$ cat config.mk
export PLATFORM = sky130hd
export DESIGN_NAME = hysteresis_period_frequency_meter
export DESIGN_NICKNAME = d
export VERILOG_FILES = /design/src/rtl/hpfm_pkg.sv /design/src/rtl/hpfm_div.sv /design/src/rtl/hysteresis_period_frequency_meter.sv
export SDC_FILE = /design/constraint.sdc
export NUM_CORES = 1
export LEC_CHECK = 0
export ABC_CLOCK_PERIOD_IN_PS = 5300
export BUFFER_PORTS_ARGS = -buffer_cell sky130_fd_sc_hd__buf_2
export CAP_MARGIN = 15
export CORE_MARGIN = 4
export CORE_UTILIZATION = 57
export CTS_CLUSTER_DIAMETER = 40
export DETAILED_ROUTE_END_ITERATION = 12
export GPL_ROUTABILITY_DRIVEN = 0
export MAX_ROUTING_LAYER = met4
export PLACE_DENSITY = 0.86
export SYNTH_ARGS = -nofsm -noshare
export SYNTH_HDL_FRONTEND = slang
export SYNTH_SLANG_ARGS = --single-unit
$ cat constraint.sdc
create_clock -name clk_i -period 5.3 [get_ports clk_i]
set_input_delay 1.325 -clock clk_i [delete_from_list [all_inputs] [get_ports clk_i]]
set_output_delay 1.325 -clock clk_i [all_outputs]
set_load 0.1 [all_outputs]
$ cat src/rtl/hpfm_pkg.sv
// ----------------------------------------------------------------------------
// hpfm_pkg: shared definitions for the hysteresis period frequency meter
// Constants for the timebase and scaling, and the divider request and
// response types.
// ----------------------------------------------------------------------------
package hpfm_pkg;

  localparam int unsigned TICK_RATE_HZ = 100000;
  localparam int unsigned TS_W         = 32;
  localparam int unsigned SMP_W        = 8;
  localparam int unsigned KHZ_W        = 7;
  localparam int unsigned KHZ_DIVISOR  = 1000;
  localparam int unsigned FREQ_MAX_KHZ = 100;

  // Dividend width of the divider: wide enough for the tick rate.
  localparam int unsigned DVD_W = $clog2(TICK_RATE_HZ + 1);
  localparam int unsigned CNT_W = $clog2(DVD_W + 1);

  // Reciprocal of the kHz divisor, exact for every quotient of DVD_W bits.
  localparam int unsigned     KHZ_SHIFT = DVD_W + 10;
  localparam int unsigned     KHZ_RCP_W = KHZ_SHIFT - 9;
  localparam longint unsigned KHZ_RCP   =
    ((64'd1 << KHZ_SHIFT) + 64'(KHZ_DIVISOR) - 64'd1) / 64'(KHZ_DIVISOR);
  localparam int unsigned     PROD_W    = DVD_W + KHZ_RCP_W;

  // Configuration register indexes.
  localparam logic CFG_THR_HIGH = 1'b0;
  localparam logic CFG_THR_LOW  = 1'b1;

  typedef struct packed {
    logic              start;
    logic [DVD_W-1:0]  dividend;
    logic [TS_W-1:0]   divisor;
  } div_req_t;

  typedef struct packed {
    logic              done;
    logic [DVD_W-1:0]  quotient;
  } div_rsp_t;

endpackage

$ cat src/rtl/hpfm_div.sv
// ----------------------------------------------------------------------------
// hpfm_div: iterative divider
// Restoring division, one quotient bit per cycle for the DVD_W dividend bits. A start
// request loads the operands; done pulses for one cycle with the quotient.
// ----------------------------------------------------------------------------
module hpfm_div (
  input  logic                clk_i,
  input  logic                rst_ni,
  input  hpfm_pkg::div_req_t  req_i,
  output hpfm_pkg::div_rsp_t  rsp_o
);

  logic                          busy_q, busy_d;
  logic                          done_q, done_d;
  logic [hpfm_pkg::CNT_W-1:0]    cnt_q, cnt_d;
  logic [hpfm_pkg::DVD_W-1:0]    dvd_q, dvd_d;
  logic [hpfm_pkg::TS_W-1:0]     rem_q, rem_d;
  logic [hpfm_pkg::TS_W-1:0]     dsr_q, dsr_d;
  logic [hpfm_pkg::TS_W:0]       rem_sh;
  logic [hpfm_pkg::TS_W:0]       rem_sub;
  logic                          ge;

  assign rem_sh  = {rem_q, dvd_q[hpfm_pkg::DVD_W-1]};
  assign rem_sub = rem_sh - {1'b0, dsr_q};
  assign ge      = (rem_sh >= {1'b0, dsr_q});

  always_comb begin
    busy_d = busy_q;
    done_d = 1'b0;
    cnt_d  = cnt_q;
    dvd_d  = dvd_q;
    rem_d  = rem_q;
    dsr_d  = dsr_q;
    if (req_i.start) begin
      busy_d = 1'b1;
      cnt_d  = hpfm_pkg::CNT_W'(hpfm_pkg::DVD_W);
      dvd_d  = req_i.dividend;
      rem_d  = '0;
      dsr_d  = req_i.divisor;
    end else if (busy_q) begin
      dvd_d = {dvd_q[hpfm_pkg::DVD_W-2:0], ge};
      rem_d = ge ? rem_sub[hpfm_pkg::TS_W-1:0] : rem_sh[hpfm_pkg::TS_W-1:0];
      cnt_d = cnt_q - hpfm_pkg::CNT_W'(1);
      if (cnt_q == hpfm_pkg::CNT_W'(1)) begin
        busy_d = 1'b0;
        done_d = 1'b1;
      end
    end
  end

  always_ff @(posedge clk_i or negedge rst_ni) begin
    if (!rst_ni) begin
      busy_q <= 1'b0;
      done_q <= 1'b0;
      cnt_q  <= '0;
    end else begin
      busy_q <= busy_d;
      done_q <= done_d;
      cnt_q  <= cnt_d;
    end
  end

  always_ff @(posedge clk_i) begin
    dvd_q <= dvd_d;
    rem_q <= rem_d;
    dsr_q <= dsr_d;
  end

  assign rsp_o.done     = done_q;
  assign rsp_o.quotient = dvd_q;

endmodule

$ cat src/rtl/hysteresis_period_frequency_meter.sv
// ----------------------------------------------------------------------------
// hysteresis_period_frequency_meter: edge period to frequency converter
// A result that needs the divider goes through a divider pass, the kHz scaling into
// the result register and the output register; a zero period skips the divider and
// its result goes from the result register to the output register.
// Throughput: one item per cycle when no result is due; while a result is being
// worked out or waits for a stalled output, no new item is accepted.
// Reset: thresholds return to 192 and 64, the comparator is disarmed and the
// stored edge time is cleared; the output register is emptied.
// ----------------------------------------------------------------------------
module hysteresis_period_frequency_meter (
  input  logic        clk_i,
  input  logic        rst_ni,
  input  logic        s_axis_tvalid,
  output logic        s_axis_tready,
  input  logic [39:0] s_axis_tdata,   // sample [7:0], timestamp [39:8]
  output logic        m_axis_tvalid,
  input  logic        m_axis_tready,
  output logic [7:0]  m_axis_tdata,   // frequency_khz [6:0], zero [7]
  input  logic        cfg_we_i,
  input  logic        cfg_idx_i,
  input  logic [7:0]  cfg_wdata_i
);

  typedef enum logic [2:0] {
    ST_IDLE = 3'b001,
    ST_DIV  = 3'b010,
    ST_OUT  = 3'b100
  } state_e;

  state_e                          state_q, state_d;
  logic [hpfm_pkg::SMP_W-1:0]      thr_high_q, thr_low_q;
  logic                            armed_q, armed_d;
  logic [hpfm_pkg::TS_W-1:0]       last_q, last_d;
  logic [hpfm_pkg::KHZ_W-1:0]      res_q, res_d;
  logic                            ovalid_q, ovalid_d;
  logic [hpfm_pkg::KHZ_W-1:0]      odata_q, odata_d;
  hpfm_pkg::div_req_t              div_req;
  hpfm_pkg::div_rsp_t              div_rsp;
  logic                            accept;
  logic [hpfm_pkg::SMP_W-1:0]      sample;
  logic [hpfm_pkg::TS_W-1:0]       stamp;
  logic [hpfm_pkg::TS_W-1:0]       period;
  logic                            out_free;
  logic [hpfm_pkg::PROD_W-1:0]     khz_prod;
  logic [hpfm_pkg::DVD_W-1:0]      khz_val;

  assign sample   = s_axis_tdata[hpfm_pkg::SMP_W-1:0];
  assign stamp    = s_axis_tdata[hpfm_pkg::SMP_W+hpfm_pkg::TS_W-1:hpfm_pkg::SMP_W];
  assign period   = stamp - last_q;
  assign s_axis_tready = (state_q == ST_IDLE);
  assign accept   = s_axis_tvalid && s_axis_tready;
  assign out_free = !ovalid_q || m_axis_tready;
  assign khz_prod = hpfm_pkg::PROD_W'(div_rsp.quotient) *
                    hpfm_pkg::PROD_W'(hpfm_pkg::KHZ_RCP);
  assign khz_val  = hpfm_pkg::DVD_W'(khz_prod >> hpfm_pkg::KHZ_SHIFT);

  hpfm_div u_div (
    .clk_i  (clk_i),
    .rst_ni (rst_ni),
    .req_i  (div_req),
    .rsp_o  (div_rsp)
  );

  always_comb begin
    state_d  = state_q;
    armed_d  = armed_q;
    last_d   = last_q;
    res_d    = res_q;
    ovalid_d = ovalid_q && !m_axis_tready;
    odata_d  = odata_q;
    div_req.start    = 1'b0;
    div_req.dividend = hpfm_pkg::DVD_W'(hpfm_pkg::TICK_RATE_HZ);
    div_req.divisor  = period;
    unique case (state_q)
      ST_IDLE: begin
        if (accept) begin
          if (!armed_q) begin
            if (sample >= thr_high_q) begin
              armed_d = 1'b1;
              last_d  = stamp;
              if (last_q != '0) begin
                if (period == '0) begin
                  res_d   = hpfm_pkg::KHZ_W'(hpfm_pkg::FREQ_MAX_KHZ);
                  state_d = ST_OUT;
                end else begin
                  div_req.start = 1'b1;
                  state_d       = ST_DIV;
                end
              end
            end
          end else if (sample <= thr_low_q) begin
            armed_d = 1'b0;
          end
        end
      end
      ST_DIV: begin
        if (div_rsp.done) begin
          if (khz_val > hpfm_pkg::DVD_W'(hpfm_pkg::FREQ_MAX_KHZ)) begin
            res_d = hpfm_pkg::KHZ_W'(hpfm_pkg::FREQ_MAX_KHZ);
          end else begin
            res_d = khz_val[hpfm_pkg::KHZ_W-1:0];
          end
          state_d = ST_OUT;
        end
      end
      ST_OUT: begin
        if (out_free) begin
          ovalid_d = 1'b1;
          odata_d  = res_q;
          state_d  = ST_IDLE;
        end
      end
      default: begin
        state_d = ST_IDLE;
      end
    endcase
  end

  always_ff @(posedge clk_i or negedge rst_ni) begin
    if (!rst_ni) begin
      state_q    <= ST_IDLE;
      armed_q    <= 1'b0;
      last_q     <= '0;
      ovalid_q   <= 1'b0;
      thr_high_q <= 8'd192;
      thr_low_q  <= 8'd64;
    end else begin
      state_q  <= state_d;
      armed_q  <= armed_d;
      last_q   <= last_d;
      ovalid_q <= ovalid_d;
      if (cfg_we_i) begin
        unique case (cfg_idx_i)
          hpfm_pkg::CFG_THR_HIGH: thr_high_q <= cfg_wdata_i;
          hpfm_pkg::CFG_THR_LOW:  thr_low_q  <= cfg_wdata_i;
          default: ;
        endcase
      end
    end
  end

  always_ff @(posedge clk_i) begin
    res_q   <= res_d;
    odata_q <= odata_d;
  end

  assign m_axis_tvalid = ovalid_q;
  assign m_axis_tdata  = {1'b0, odata_q};

endmodule

==> qor_table.md <==
| Result | Reported | Unit |
|---|---|---|
| Mapped Avg Cell Area | 9.07 | µm² |
| Parity-gate share of the synthesized area counting xor and xnor cells | 0.0280 | - |
| Number of standard cells in the final layout excluding fillers | 1946 | - |
| Detail-routed net length per standard cell | 17.8 | µm |
| Clock transition at the register clock pins on the worst setup and hold paths after CTS | 0.07 | ns |
| Seq cells post-synth | 155 | - |
| Initial standard-cell utilization of the core | 0.582 | - |
| Worst max-slew margin expressed relative to the limit | 0.342 | - |
| Setup violations, final | 3 | - |
| Antenna violations before repair | 2 | - |
| Area Growth Syn to Fin | 13.4 | % |
| Number of design rule violations left after detail routing | 0 | - |
| Unrepaired setup endpoints after global routing | true | - |
| Primary flip-flop cell chosen by synthesis mapping | sky130_fd_sc_hd__dfrtp_1 | - |
| Largest net degree at the start of global routing | 61 | - |
| Vias in the first global route | 11800 | - |
| Count of input and output buffers | 62 | - |
| Die area | 26700 | µm² |
| Adder-cell share of the synthesized area | 0.263 | - |
| Simple-gate share of the synthesized area | 0.139 | - |
| Type of the worst setup path | register to register | - |
| Overflow after GRT | 0 | - |
| DR pass1 iterations | 8 | - |
| Core region area | 23600 | µm² |
| Wire length of the first global-routing pass | 56600 | µm |
| Total wire length | 34600 | µm |
| Number of maximum-capacitance violations | 0 | - |
| Synth cell types | 76 | - |
| DPL Wire Length | 25400 | µm |
| Critical-path maximum fanout | 5 | - |
| Capturing element type of the critical path | register | - |
| Die span in x | 163 | µm |
| Clock tree from TritonCTS | yes | - |
| Die H | 163 | µm |
| Num ports | 64 | - |
| Clock tree root driver cell | sky130_fd_sc_hd__clkbuf_16 | - |
| Synthesized netlist net count | 1833 | - |
| Sink Count | 155 | - |
| Number of synthesized flops with an enable pin | 46 | - |
| Slew at the pin closest to its max-slew limit | 0.985 | ns |
| Arrival @ worst endpoint | 5.51 | ns |
| Largest clock skew in the final design | 0.0148 | ns |
| Cell count after synthesis | 1516 | - |
| Run status | finished with violations | - |
| Final critical-path share of the clock period | 1.00 | - |
| Antenna viol nets, final | 0 | - |
| Seq/Total Area, Yosys | 0.282 | - |
| Final worst path period need | 5.32 | ns |
| Net count, final | 1929 | - |
| Synth Area in Compound Gates | 0.173 | - |
| Post-Synthesis Cell Area | 13700 | µm² |
| Highest-count cells in the layout ignoring fill and taps | 208 x sky130_fd_sc_hd__ha_1, 201 x sky130_fd_sc_hd__inv_1, 121 x sky130_fd_sc_hd__nand2_1 | - |
| Setup slack of the critical path after layout | -0.0217 | ns |
| CTS Buffer Depth | 2 | - |
| Main combinational cell family by area after synthesis | adder cells | - |
| YS warnings | 0 | - |
| Fraction of registers with async set/reset | 0.387 | - |
| Data required, critical path | 5.49 | ns |
| Placed cell count | 1909 | - |
| Max-slew violation count | 0 | - |
| Mean number of vias per cell | 6.11 | - |
| Worst setup slack for register-to-register paths | -0.02 | ns |
| Total number of vias | 11900 | - |
| Multiplexer area fraction after synthesis | 0.0444 | - |
| Placement Setup Slack | -0.266 | ns |
| Total global-route track usage | 0.266 | - |
| CTS buffer count | 17 | - |
| Skew-Pair Late Insertion Delay | 0.45 | ns |
| Min-delay worst type | register to register | - |
| Clock H-tree levels | 4 | - |
| Failing checks | setup timing | - |
| Number of design-rule violations left by the first detailed-router iteration | 1204 | - |
| Peak clock frequency supported by timing | 188 | MHz |
| Critical Path Source Type | register | - |
| Share of post-route cells with drive strength above 1 | 0.155 | - |
| Hold Violations, Final | 0 | - |
| Row Count | 56 | - |
| Most frequent standard cell in the layout excluding fill and tap cells | sky130_fd_sc_hd__ha_1 | - |
[critical path, cell delays in order, from the launching register on]
cell and delay, ns:
sky130_fd_sc_hd__dfxtp_2 0.36, sky130_fd_sc_hd__buf_4 0.16, sky130_fd_sc_hd__ha_1 0.29, sky130_fd_sc_hd__ha_1 0.32, sky130_fd_sc_hd__ha_1 0.29, sky130_fd_sc_hd__inv_1 0.06
sky130_fd_sc_hd__fa_1 0.57, sky130_fd_sc_hd__inv_1 0.05, sky130_fd_sc_hd__ha_1 0.32, sky130_fd_sc_hd__ha_1 0.33, sky130_fd_sc_hd__ha_1 0.38, sky130_fd_sc_hd__a21oi_1 0.26
sky130_fd_sc_hd__o31ai_2 0.10, sky130_fd_sc_hd__a31oi_1 0.18, sky130_fd_sc_hd__o211ai_1 0.15, sky130_fd_sc_hd__a211o_1 0.31, sky130_fd_sc_hd__a21oi_2 0.19, sky130_fd_sc_hd__a21o_1 0.18
sky130_fd_sc_hd__mux2_4 0.34, sky130_fd_sc_hd__a22oi_2 0.18, sky130_fd_sc_hd__nor2_1 0.06
[cell type report]
cell class	instances	area, µm²
Antenna cell	2	5.00
Clock buffer	18	429
Clock inverter	14	150
Fill cell	1741	8030
Inverter	207	777
Multi-Input combinational cell	1113	9170
Sequential cell	155	3890
Tap cell	319	399
Timing Repair Buffer	118	763
[sequential cells by signal, indices dropped and copies added (netlist names), 5 cells and up]
| signal | cells |
|---|---|
| u_div.rem_q | 32 |
| thr_high_q | 8 |
| u_div.dsr_q | 32 |
| last_q | 32 |
| res_q | 7 |
| u_div.dvd_q | 17 |
| u_div.cnt_q | 5 |
| thr_low_q | 8 |
| odata_q | 7 |
[synth_stat cells (all sizes together) (30+ instances only)]
library cell / count / area share
ha: 219 / 0.20
inv: 207 / 0.057
nand2: 122 / 0.033
nor2: 99 / 0.027
a21oi: 90 / 0.033
o21ai: 75 / 0.027
dfrtp: 56 / 0.10
dfxtp: 49 / 0.071
edfxtp: 46 / 0.10
fa: 44 / 0.064
mux2: 40 / 0.033
a21o: 30 / 0.016
[metrics by stage]
step | hold WS (ns) | util | instance area, µm² | setup TNS (ns)
after global placement | 0.402 | 0.622 | 14700 | -0.566
after global routing | 0.441 | 0.660 | 15600 | -1.00
after detailed placement | 0.409 | 0.622 | 14700 | -1.47
after floorplan | 0.400 | - | 13700 | 0
final | 0.423 | 0.660 | 15600 | -0.0446
after CTS | 0.425 | 0.650 | 15400 | 0
[kinds of logic after synthesis]
kind of cell               Yosys count
xor gates and xnor gates            44
other                                1
AOI/OAI and AO/OA                  358
DFF                                155
muxes                               56
buffers and inverters              248
and+or+nand+nor                    391
adders and majority gates          263
[layer usage]
layer  vias up  part of all wire  wire (µm)  global-route usage
li1       5610                 -          -                   -
met1      5653              0.42      14400               0.338
met2       519              0.48      16700               0.434
met3       108             0.065       2230              0.0368
met4         0             0.035       1190               0.101
met5         -                 0          0                   -
[what timing repair did]
action                                  CTS  global route
pin swaps                                14            25
endpoints found under the setup margin    7             7
hold buffers                              0             0
resized for setup                        22            39
buffers inserted                          1             2
[path summary, 6_finish.rpt]
check	startpoint	end	cells after the start
max in group asynchronous	rst_ni	last_q[4]	2
min in group asynchronous	rst_ni	u_div.done_q	2
hold / removal	res_q[0]	odata_q[0]	0
setup reg to reg	u_div.dvd_q[15]	res_q[1]	20
setup / recovery	u_div.dvd_q[15]	res_q[1]	20
hold reg to reg	res_q[0]	odata_q[0]	0
Power is left out: the tool's default activity adds up to more than one toggle a clock period on the data nets, which glitch-free logic cannot reach.
